$ cat src/cts_pkg.sv
// shared types and constants of the chs track segmenter
// no dependencies; imported by every module of the block
`default_nettype none

package cts_pkg;

  typedef enum logic [1:0] {
    StOk       = 2'd0,
    StGeometry = 2'd1,
    StAlign    = 2'd2,
    StEnd      = 2'd3
  } status_e;

  typedef enum logic [1:0] {
    CfgSectorShift    = 2'd0,
    CfgSectorsPerTrk  = 2'd1,
    CfgHeadCount      = 2'd2,
    CfgCylinderCount  = 2'd3
  } cfg_idx_e;

  localparam int unsigned CfgDataW  = 7;
  localparam int unsigned LbaW      = 14;  // lba range of any valid cylinder
  localparam int unsigned QuoW      = 7;   // cylinder bits
  localparam int unsigned SpcW      = 7;   // heads * sectors per track
  localparam int unsigned SegW      = 16;

  typedef struct packed {
    logic [30:0] byte_offset;
    logic [30:0] remaining_bytes;
    logic        command;
  } cts_in_t;

  typedef struct packed {
    status_e      status;
    logic [6:0]   cylinder;
    logic         head;
    logic [5:0]   sector;
    logic [15:0]  segment_bytes;
    logic         direction;
  } cts_out_t;

  typedef struct packed {
    logic [3:0] sector_shift;
    logic [5:0] trk_sectors;
    logic [1:0] head_count;
    logic [6:0] cylinder_count;
  } cts_cfg_t;

  // payload that moves through the division stages
  typedef struct packed {
    status_e          status;
    logic             direction;
    logic [SegW-1:0]  remain;   // remaining bytes saturated to 16 bits
    logic [LbaW-1:0]  rem;      // partial remainder
    logic [QuoW-1:0]  quo;      // partial quotient (cylinder)
  } cts_div_t;

endpackage

`default_nettype wire

$ cat src/cts_cfg_regs.sv
// geometry configuration registers of the chs track segmenter
// depends on cts_pkg
`default_nettype none

module cts_cfg_regs (
  input  wire logic                           clk_i,
  input  wire logic                           rst_ni,
  input  wire logic                           cfg_valid_i,
  output logic                                cfg_ready_o,
  input  wire cts_pkg::cfg_idx_e              cfg_index_i,
  input  wire logic [cts_pkg::CfgDataW-1:0]   cfg_data_i,
  output cts_pkg::cts_cfg_t                   cfg_o
);
  import cts_pkg::*;

  cts_cfg_t cfg_q;

  assign cfg_ready_o = 1'b1;
  assign cfg_o       = cfg_q;

  always_ff @(posedge clk_i or negedge rst_ni) begin
    if (!rst_ni) begin
      cfg_q.sector_shift      <= 4'd9;
      cfg_q.trk_sectors       <= 6'd18;
      cfg_q.head_count        <= 2'd2;
      cfg_q.cylinder_count    <= 7'd80;
    end else if (cfg_valid_i && cfg_ready_o) begin
      unique case (cfg_index_i)
        CfgSectorShift:   cfg_q.sector_shift      <= cfg_data_i[3:0];
        CfgSectorsPerTrk: cfg_q.trk_sectors       <= cfg_data_i[5:0];
        CfgHeadCount:     cfg_q.head_count        <= cfg_data_i[1:0];
        CfgCylinderCount: cfg_q.cylinder_count    <= cfg_data_i[6:0];
        default: ;
      endcase
    end
  end

endmodule

`default_nettype wire

$ cat src/cts_front.sv
// first stage: geometry and alignment checks, sector number and range check
// depends on cts_pkg
`default_nettype none

module cts_front (
  input  wire logic               clk_i,
  input  wire logic               rst_ni,
  input  wire logic               valid_i,
  input  wire cts_pkg::cts_in_t   item_i,
  input  wire cts_pkg::cts_cfg_t  cfg_i,
  output logic                    valid_o,
  output cts_pkg::cts_div_t       data_o
);
  import cts_pkg::*;

  logic              geom_bad;
  logic [9:0]        align_mask;
  logic              misaligned;
  logic [30:0]       lba;
  logic [SpcW-1:0]   spc;
  logic [13:0]       limit;
  logic              in_range;
  cts_div_t          data_d;
  cts_div_t          data_q;
  logic              valid_q;

  always_comb begin
    geom_bad = (cfg_i.trk_sectors == 6'd0) || (cfg_i.head_count == 2'd0) ||
               (cfg_i.head_count == 2'd3) || (cfg_i.sector_shift < 4'd7) ||
               (cfg_i.sector_shift > 4'd10);
    align_mask = ~(10'h3FF << cfg_i.sector_shift);
    misaligned = |((item_i.byte_offset[9:0] | item_i.remaining_bytes[9:0]) & align_mask);
    lba        = item_i.byte_offset >> cfg_i.sector_shift;
    // head count is one or two whenever geometry is usable
    spc        = cfg_i.head_count[1] ? {cfg_i.trk_sectors, 1'b0}
                                     : {1'b0, cfg_i.trk_sectors};
    limit      = {7'd0, cfg_i.cylinder_count} * {7'd0, spc};
    in_range   = lba < {17'd0, limit};

    data_d.direction = item_i.command;
    data_d.remain    = (|item_i.remaining_bytes[30:16]) ? {SegW{1'b1}}
                                                        : item_i.remaining_bytes[15:0];
    data_d.quo       = '0;
    data_d.rem       = '0;
    if (geom_bad) begin
      data_d.status = StGeometry;
    end else if (misaligned) begin
      data_d.status = StAlign;
    end else if (item_i.remaining_bytes == 31'd0) begin
      data_d.status = StEnd;
    end else if (!in_range) begin
      data_d.status = StEnd;
    end else begin
      data_d.status = StOk;
      data_d.rem    = lba[LbaW-1:0];
    end
  end

  always_ff @(posedge clk_i or negedge rst_ni) begin
    if (!rst_ni) begin
      valid_q <= 1'b0;
    end else begin
      valid_q <= valid_i;
    end
  end

  always_ff @(posedge clk_i) begin
    data_q <= data_d;
  end

  assign valid_o = valid_q;
  assign data_o  = data_q;

endmodule

`default_nettype wire

$ cat src/cts_div.sv
// pipelined restoring divider of the sector number by sectors per cylinder
// one quotient bit per register stage; depends on cts_pkg
`default_nettype none

module cts_div (
  input  wire logic               clk_i,
  input  wire logic               rst_ni,
  input  wire logic               valid_i,
  input  wire cts_pkg::cts_div_t  data_i,
  input  wire cts_pkg::cts_cfg_t  cfg_i,
  output logic                    valid_o,
  output cts_pkg::cts_div_t       data_o
);
  import cts_pkg::*;

  logic [SpcW-1:0] spc;
  logic            valid_q [QuoW+1];
  cts_div_t        data_q  [QuoW+1];

  assign spc = cfg_i.head_count[1] ? {cfg_i.trk_sectors, 1'b0}
                                   : {1'b0, cfg_i.trk_sectors};

  assign valid_q[0] = valid_i;
  assign data_q[0]  = data_i;

  for (genvar k = 0; k < QuoW; k++) begin : g_stage
    localparam int unsigned Bit = QuoW - 1 - k;
    logic [LbaW-1:0] divisor;
    logic            take;
    cts_div_t        next_d;
    logic            valid_sq;
    cts_div_t        next_q;

    always_comb begin
      divisor = LbaW'(spc) << Bit;
      take    = data_q[k].rem >= divisor;
      next_d  = data_q[k];
      if (take) begin
        next_d.rem      = data_q[k].rem - divisor;
        next_d.quo[Bit] = 1'b1;
      end
    end

    always_ff @(posedge clk_i or negedge rst_ni) begin
      if (!rst_ni) begin
        valid_sq <= 1'b0;
      end else begin
        valid_sq <= valid_q[k];
      end
    end

    always_ff @(posedge clk_i) begin
      next_q <= next_d;
    end

    assign valid_q[k+1] = valid_sq;
    assign data_q[k+1]  = next_q;
  end

  assign valid_o = valid_q[QuoW];
  assign data_o  = data_q[QuoW];

endmodule

`default_nettype wire

$ cat src/cts_back.sv
// last stage: head and sector from the remainder, track bytes, output register
// depends on cts_pkg
`default_nettype none

module cts_back (
  input  wire logic               clk_i,
  input  wire logic               rst_ni,
  input  wire logic               valid_i,
  input  wire cts_pkg::cts_div_t  data_i,
  input  wire cts_pkg::cts_cfg_t  cfg_i,
  output logic                    valid_o,
  output cts_pkg::cts_out_t       result_o
);
  import cts_pkg::*;

  logic [6:0]       trk_sec;
  logic             head;
  logic [6:0]       s0;
  logic [5:0]       left;
  logic [SegW-1:0]  track;
  cts_out_t         result_d;
  cts_out_t         result_q;
  logic             valid_q;

  always_comb begin
    trk_sec = data_i.rem[6:0];
    head    = trk_sec >= {1'b0, cfg_i.trk_sectors};
    s0      = head ? trk_sec - {1'b0, cfg_i.trk_sectors} : trk_sec;
    left    = cfg_i.trk_sectors - s0[5:0];
    track   = {10'd0, left} << cfg_i.sector_shift;

    result_d.status        = data_i.status;
    result_d.direction     = data_i.direction;
    result_d.cylinder      = '0;
    result_d.head          = 1'b0;
    result_d.sector        = '0;
    result_d.segment_bytes = '0;
    if (data_i.status == StOk) begin
      result_d.cylinder      = data_i.quo;
      result_d.head          = head;
      result_d.sector        = s0[5:0] + 6'd1;
      result_d.segment_bytes = (track > data_i.remain) ? data_i.remain : track;
    end
  end

  always_ff @(posedge clk_i or negedge rst_ni) begin
    if (!rst_ni) begin
      valid_q <= 1'b0;
    end else begin
      valid_q <= valid_i;
    end
  end

  always_ff @(posedge clk_i) begin
    result_q <= result_d;
  end

  assign valid_o  = valid_q;
  assign result_o = result_q;

endmodule

`default_nettype wire

$ cat src/chs_track_segmenter_unit.sv
// top level of the chs track segmenter: config registers and the item pipeline
// depends on cts_pkg, cts_cfg_regs, cts_front, cts_div, cts_back
`default_nettype none

// usage
//   command channel: a transaction is taken at a clock edge where start is
//   high and busy is low; busy stays low, so a new transaction may enter in
//   every cycle
//   result channel: done_o is high for one cycle with the result on result_o,
//   after the command has passed the front stage, seven divider stages and
//   the output register; results leave in command order
//   throughput is one transaction per cycle, set by the seven-stage pipelined
//   divider that yields one cylinder bit per stage
//   config channel: cfg_valid_i / cfg_ready_o write the geometry register
//   selected by cfg_index_i; ready is always high; write only while no
//   transaction is in flight
//   the receiver cannot stall, so nothing is ever held back inside the block
//   reset clears all valid bits and loads the default 1.44M floppy geometry
//   (512-byte sectors, 18 sectors per track, 2 heads, 80 cylinders)
module chs_track_segmenter_unit (
  input  wire logic                           clk_i,
  input  wire logic                           rst_ni,
  // command channel
  input  wire logic                           start,
  output logic                                busy,
  input  wire cts_pkg::cts_in_t               cmd_i,
  // result channel
  output logic                                done_o,
  output cts_pkg::cts_out_t                   result_o,
  // configuration channel
  input  wire logic                           cfg_valid_i,
  output logic                                cfg_ready_o,
  input  wire cts_pkg::cfg_idx_e              cfg_index_i,
  input  wire logic [cts_pkg::CfgDataW-1:0]   cfg_data_i
);
  import cts_pkg::*;

  cts_cfg_t  cfg;
  logic      front_valid;
  cts_div_t  front_data;
  logic      div_valid;
  cts_div_t  div_data;

  // fully pipelined, never refuses a transaction
  assign busy = 1'b0;

  cts_cfg_regs u_cfg_regs (
    .clk_i       (clk_i),
    .rst_ni      (rst_ni),
    .cfg_valid_i (cfg_valid_i),
    .cfg_ready_o (cfg_ready_o),
    .cfg_index_i (cfg_index_i),
    .cfg_data_i  (cfg_data_i),
    .cfg_o       (cfg)
  );

  // checks, sector number, cylinder range compare
  cts_front u_front (
    .clk_i   (clk_i),
    .rst_ni  (rst_ni),
    .valid_i (start && !busy),
    .item_i  (cmd_i),
    .cfg_i   (cfg),
    .valid_o (front_valid),
    .data_o  (front_data)
  );

  // sector number / sectors per cylinder, remainder is the sector in cylinder
  cts_div u_div (
    .clk_i   (clk_i),
    .rst_ni  (rst_ni),
    .valid_i (front_valid),
    .data_i  (front_data),
    .cfg_i   (cfg),
    .valid_o (div_valid),
    .data_o  (div_data)
  );

  // head, sector, clipped track bytes, output register
  cts_back u_back (
    .clk_i    (clk_i),
    .rst_ni   (rst_ni),
    .valid_i  (div_valid),
    .data_i   (div_data),
    .cfg_i    (cfg),
    .valid_o  (done_o),
    .result_o (result_o)
  );

endmodule

`default_nettype wire
$ cat config.mk
export PLATFORM = sky130hd
export DESIGN_NAME = chs_track_segmenter_unit
export DESIGN_NICKNAME = d
export VERILOG_FILES = /design/src/cts_pkg.sv /design/src/cts_cfg_regs.sv /design/src/cts_front.sv /design/src/cts_div.sv /design/src/cts_back.sv /design/src/chs_track_segmenter_unit.sv
export SDC_FILE = /design/constraint.sdc
export NUM_CORES = 1
export LEC_CHECK = 0
export CORE_MARGIN = 10
export CORE_UTILIZATION = 64
export DETAILED_ROUTE_END_ITERATION = 10
export DONT_BUFFER_PORTS = 1
export GPL_TIMING_DRIVEN = 0
export PLACE_DENSITY = 0.81
export SLEW_MARGIN = 20
export SYNTH_ARGS = -nofsm -noshare
export SYNTH_HDL_FRONTEND = slang
export SYNTH_SLANG_ARGS = --single-unit
$ cat constraint.sdc
create_clock -name clk_i -period 8.45 [get_ports clk_i]
set_clock_uncertainty 0.15 [all_clocks]
set_input_delay 0.845 -clock clk_i [delete_from_list [all_inputs] [get_ports clk_i]]
set_output_delay 0.845 -clock clk_i [all_outputs]
set_load 0.02 [all_outputs]
==> out/qor.yml, run 1 <==
outcome:
  run_status: "finished clean"
yosys:
  synth-warning-count: 0
  syn_avg_cell_area_sq_um: 10.4
  syn_nets: 1728
  syn_inst: 1497
  async_reset_ff_share_pct: 8.09
  synth_area_sq_um: 15500
  yosysUniqueCellTypes: 73
  synth_flop_cell: "dfxtp_1"
  yosysSeqAreaShare_pct: 45.6
  yosys.area.top_type_share_pct: 41.0
  synth_edf_count: 0
  synth_area_leader_cell: "dfxtp_1"
  synth.area.top_cells: "dfxtp_1 (41%), ha_1 (9.8%), fa_1 (4.3%)"
  synth_seq_cells: 346
global_route:
  grt_usage_pct: 23.0
  grt_max_degree: 27
  grt_pass1_vias: 11500
  antenna_found_initial: 0
  grt_pass1_wl_um: 57700
  grt_overflow: 0
detailed_routing:
  vias: 11300
  wl_per_cell_um: 19.2
  routed_via_density: 6.01
  wl_um: 36200
  antenna_left: 0
  initialDrtViolationCount: 974
  drt_first_pass_iters: 6
  drc: 0
clocking:
  clockBufferDepth: 3
  cts.clk_slew.worst_paths_ns: 0.07
  post_cts_buffers: 0
  root_buffer: "clkbuf_16"
  clkSinkCount: 346
  cts_buffers: 35
  clk_latency_ns: 0.53
  cts_tree: "done"
  htree_num_levels: 2
power:
  power_density_nw_per_um2: 412
  ir_worst_vdd_uv: 385
  p_leak_nw: 7.45
cells_and_area:
  syn2layout_area_growth_pct: 10.5
  drive_gt1_share_pct: 10.8
  nets: 1769
  final_area_sq_um: 17100
  num-fill-cells: 1716
  diodes: 0
die:
  rows: 56
  die_area_sq_um: 30900
  fp.dieH_um: 176
  start_util_pct: 65.5
  core_sq_um: 23700
  dieWidth_um: 176
  io_pins: 112
worst_setup_path:
  cp_max_fo: 10
  startpoint: "u_cfg_regs.cfg_o[10]"
  worstSetupStartpointType: "flop"
  worstSetupPathType: "flop to flop"
  crit_arrival_ns: 8.26
  r2r_start: "u_cfg_regs.cfg_o[10]"
  endpoint_kind: "flop"
  worstPathRequired_ns: 8.74
place:
  place_hpwl_um: 27200
  io_buffers: 0
  placed_area_sq_um: 16000
  gp_congestion: 0.927
timing:
  rsz0062_at_grt: "no"
  report.final.hold_viol_count: 0
  slew_violations: 0
  whs_ns: 0.0123
  fmax_mhz: 125
  fin_crit_sh_pct: 94.4
  period_needed_ns: 7.97
  maxSlewHeadroom_pct: 38.2
  setup_viol: 0
  finalSetupTns_ns: 0
  worst-slew-pin-transition_ns: 0.925
worst_hold_path:
  hold_path.class: "input port to asynchronous set/reset pin"
job:
  drv_cap: 0
per-layer routing:
layer  routed length (um)  global-route usage [%]  up-vias
met4                 1240                    9.08        0
met1                14700                    27.9     5422
met5                    0                       0        -
met3                 2990                    5.00       99
met2                17200                    38.9      470
li1                     -                       -     5309
cells in the mapped netlist, types with 24 or more instances:
cell type and number:
inv_1 107, clkbuf_1 31, nor2b_1 57, ha_1 122
o21ai_0 72, xnor2_1 30, mux2i_1 26, fa_1 33
xor2_1 24, nand2_1 87, dfxtp_1 318, nor3_1 25
mux2_2 26, nor2_1 96, mux4_2 28, nand3_1 26
a21oi_1 83
critical path, stage by stage, from the launching register on:
cell      delay (ns)
dfstp_2         0.58
inv_1           0.14
ha_1            0.35
nor2b_1         0.15
o31a_1          0.28
o31a_1          0.30
nor2_1          0.45
mux2i_1         0.54
ha_1            0.37
o21a_1          0.19
o31a_1          0.13
a311oi_1        0.35
xor2_1          0.25
mux2_2          0.33
o311ai_1        0.70
and2_1          0.23
ha_1            0.24
a21o_1          0.18
a21o_1          0.16
a21oi_1         0.21
nor2_1          0.10
o41ai_1         0.61
clkbuf_1        0.47
nand4_1         0.15
a21oi_1         0.26
power by group:
group          switching, mW  internal (mW)
logic                   1.96           1.46
registers              0.198           1.92
clock network          0.663          0.875
total                   2.82           4.25
stage by stage:
step                setup slack [ns]  total power, mW  cells  utilization, %
floorplan                       1.46             4.66   1497               -
global placement              -0.130             5.31   1816            67.2
detailed placement             0.147             5.46   1819            67.4
CTS                            0.121             7.04   1882            72.4
global route                  0.0887             7.58   1881            72.4
finish                         0.476             7.07   1881            72.4
sequential cells by signal, indices dropped and copies added, names as in the netlist:
signal and flops:
u_div.data_q 219, u_back.result_o 33, u_div.valid_o 1, u_front.valid_o 1
u_cfg_regs.cfg_o 19, u_front.data_o 33, u_div.data_o 33, u_back.valid_o 1
u_div.g_stage.valid_sq 6
final timing paths:
check	depth (start not counted)	end	slack [ns]
max in group asynchronous	2	u_cfg_regs.cfg_o[15]	7.17
worst max-delay path	24	u_back.result_o[2]	0.48
worst max register to register	24	u_back.result_o[2]	0.48
worst min-delay path	0	u_cfg_regs.cfg_o[6]	0.01
min in group clk_i	0	u_div.data_q[181]	0.17
worst min register to register	0	u_div.data_q[181]	0.17
cell usage in the layout, fill, tap and decap left out, types with 23 or more instances in the layout:
| master | count |
|---|---|
| dfxtp_1 | 318 |
| ha_1 | 122 |
| inv_1 | 106 |
| nor2_1 | 95 |
| nand2_1 | 87 |
| a21oi_1 | 83 |
| o21ai_0 | 72 |
| nor2b_1 | 57 |
| clkbuf_16 | 35 |
| fa_1 | 33 |
| clkbuf_1 | 32 |
| xnor2_1 | 30 |
| mux4_2 | 28 |
| nand3_1 | 26 |
| mux2_2 | 26 |
| nor3_1 | 25 |
| xor2_1 | 24 |
| mux2i_1 | 23 |
| or2_2 | 23 |
cell families (layout without fill, tap and decap cells):
kind of cell,after synthesis,after routing,synth area share (%)
flops,346,346,45.6
simple gates,426,426,14.2
mux,80,80,7.63
buf+inv,153,218,3.87
compound gates,281,281,11.5
xor+xnor,54,54,3.05
other cells,2,2,0.0484
fa+ha+maj,155,155,14.1
repair_timing:
action | 4_1_cts | 5_1_grt
hold buffers | 2 | 0
endpoints found under the setup margin | 0 | 17
endpoints found under the hold margin | 26 | 0
gates resized for setup | 0 | 4
layout make-up:
type | instances | area (sq um) | area share [%]
Multi-Input combinational cell | 998 | 7850 | 45.8
Clock buffer | 38 | 887 | 5.17
Clock inverter | 23 | 265 | 1.55
Inverter | 109 | 409 | 2.39
Buffer | 43 | 189 | 1.10
Timing Repair Buffer | 5 | 63.8 | 0.372
Sequential cell | 346 | 7080 | 41.3
Tap cell | 319 | 399 | 2.33
Power figures use the tool's default switching activity.
==> run 2: changes to the inputs <==
- PLACE_DENSITY: 0.81 -> 0.83
==> run 2 against run 1 <==
Worst hold slack better by 0.011 ns; total power down 1.3%; fmax grew 1.3%; worst setup slack better by 0.10 ns; via count shrank 0.42%; sequential power barely moved; final cell count about the same; first-iteration DRC count rose by 5.9%; global-route usage increased by 0.53 points; non-clock buffer count unchanged; critical path type unchanged.
==> out/qor.yml, run 2 (same netlist as run 1, synthesis figures left out) <==
outcome:
  run_status: "finished clean"
cells_and_area:
  syn2layout_area_growth_pct: 10.3
  final_common_cell: "dfxtp_1"
  drive_gt1_share_pct: 10.6
  top_register: "u_div.data_q"
  nets: 1769
  layout_common_cells: "dfxtp_1 (318), ha_1 (122), inv_1 (106)"
  fin_cells: 1880
  diodes: 0
  largest_reg_flops: 219
detailed_routing:
  vias: 11300
  drc: 0
  drt_first_pass_iters: 6
  initialDrtViolationCount: 1031
  routed_via_density: 5.99
  wl_um: 36500
  antenna_left: 0
  wl_per_cell_um: 19.4
global_route:
  antenna_found_initial: 0
  grt_usage_pct: 23.5
  grt_pass1_wl_um: 58600
  grt_pass1_vias: 11300
  grt_max_degree: 25
  grt_overflow: 0
timing:
  fmax_mhz: 127
  report.final.hold_viol_count: 0
  whs_ns: 0.0234
  finalSetupTns_ns: 0
  slew_violations: 0
  rsz0062_at_grt: "no"
  fin_crit_sh_pct: 93.1
  worst-slew-pin-transition_ns: 0.959
  maxSlewHeadroom_pct: 35.9
  setup_viol: 0
  period_needed_ns: 7.87
job:
  drv_cap: 0
place:
  placed_cells: 1819
  gp_congestion: 0.956
  io_buffers: 0
  place_hpwl_um: 27200
worst_setup_path:
  endpoint_kind: "flop"
  reg2reg_to: "u_front.data_o[17]"
  rrSetupSlack_ns: 0.58
  ff2ff_path_depth: 27
  crit_arrival_ns: 8.07
  startpoint: "u_cfg_regs.cfg_o[13]"
  r2r_start: "u_cfg_regs.cfg_o[13]"
  worstPathRequired_ns: 8.65
  crit_end: "u_front.data_o[17]"
  worstSetupStartpointType: "flop"
  worstSetupPathType: "flop to flop"
  cp_max_fo: 11
clocking:
  cts_buffers: 35
  clkSinkCount: 346
  cts_tree: "done"
  clk_latency_ns: 0.53
  root_buffer: "clkbuf_16"
  htree_num_levels: 2
  cts.clk_slew.worst_paths_ns: 0.06
  clockBufferDepth: 3
  post_cts_buffers: 0
die:
  rows: 56
  die_area_sq_um: 30900
  io_pins: 112
  fp.dieH_um: 176
  core_sq_um: 23700
  dieWidth_um: 176
  start_util_pct: 65.5
power:
  p_leak_nw: 7.42
  power_density_nw_per_um2: 408
  ir_worst_vdd_uv: 213
worst_hold_path:
  hold_path.class: "input port to asynchronous set/reset pin"
==> run 2: critical path, cell delays in order, from the launching register on <==
cell	delay, ns
dfstp_2	0.56
inv_1	0.09
o21ai_0	0.59
inv_1	0.54
nor2b_1	0.25
ha_1	0.18
inv_1	0.08
fa_1	0.52
inv_1	0.06
fa_1	0.53
inv_1	0.05
fa_1	0.54
inv_1	0.04
ha_1	0.30
inv_1	0.06
a21oi_1	0.15
o21ai_0	0.13
a21oi_1	0.21
o21a_1	0.20
nor4_1	0.06
a311oi_1	0.31
ha_1	0.32
and4_1	0.20
o2111ai_1	0.09
a311oi_1	0.08
o311ai_1	0.39
or4b_4	0.56
a211oi_1	0.47
==> run 2: worst min-delay path by stage <==
stage	cells after the start	to	slack (ns)
floorplan	0	u_back.result_o[0]	0.16
global placement	0	u_div.data_q[229]	0.16
detailed placement	0	u_div.data_q[147]	0.16
CTS	0	u_cfg_regs.cfg_o[4]	0.01
global route	0	u_cfg_regs.cfg_o[4]	0.004
finish	0	u_cfg_regs.cfg_o[4]	0.02
==> run 2: per-layer routing <==
metal  up-vias  track usage (%)  share of wire (%)  wire [um]
met5         -                0                  0          0
li1       5335                -                  -          -
met2       464             38.4                 47      17000
met4         0             6.96                2.4        858
met1      5391             30.5                 43      15700
met3        62             5.32                8.0       2900
==> run 2: where the power goes <==
part / total, mW / leakage, nW / switching (mW) / internal [mW]
Combinational: 3.37 / 3.96 / 1.91 / 1.45
Sequential: 2.12 / 2.92 / 0.200 / 1.92
Clock: 1.50 / 0.539 / 0.642 / 0.856
Total: 6.98 / 7.42 / 2.75 / 4.23
==> run 2: layout make-up <==
| class | instances | area, sq um |
|---|---|---|
| multi-input combinational | 998 | 7850 |
| fill | 1680 | 6570 |
| sequential | 346 | 7080 |
| inverter | 109 | 409 |
| clock inverter | 18 | 203 |
| buffer | 43 | 189 |
| clock buffer | 42 | 922 |
| timing repair buffer | 5 | 60.1 |
| tap | 319 | 399 |
==> run 2: timing repair <==
action / 4_1_cts / 5_1_grt
hold endpoints to repair: 24 / 0
resized for setup: 0 / 3
setup endpoints to repair: 0 / 14
hold buffers: 2 / 0
==> run 2: stage by stage <==
step                      power, mW  cell area, sq um  setup WS [ns]  util (%)
after global routing           7.51             17100         0.0395      72.3
after floorplan                4.66             15500           1.46         -
final                          6.98             17100          0.580      72.3
after CTS                      6.94             17100         0.0736      72.3
after global placement         5.27             15900        -0.0845      67.2
after detailed placement       5.40             16000          0.213      67.4
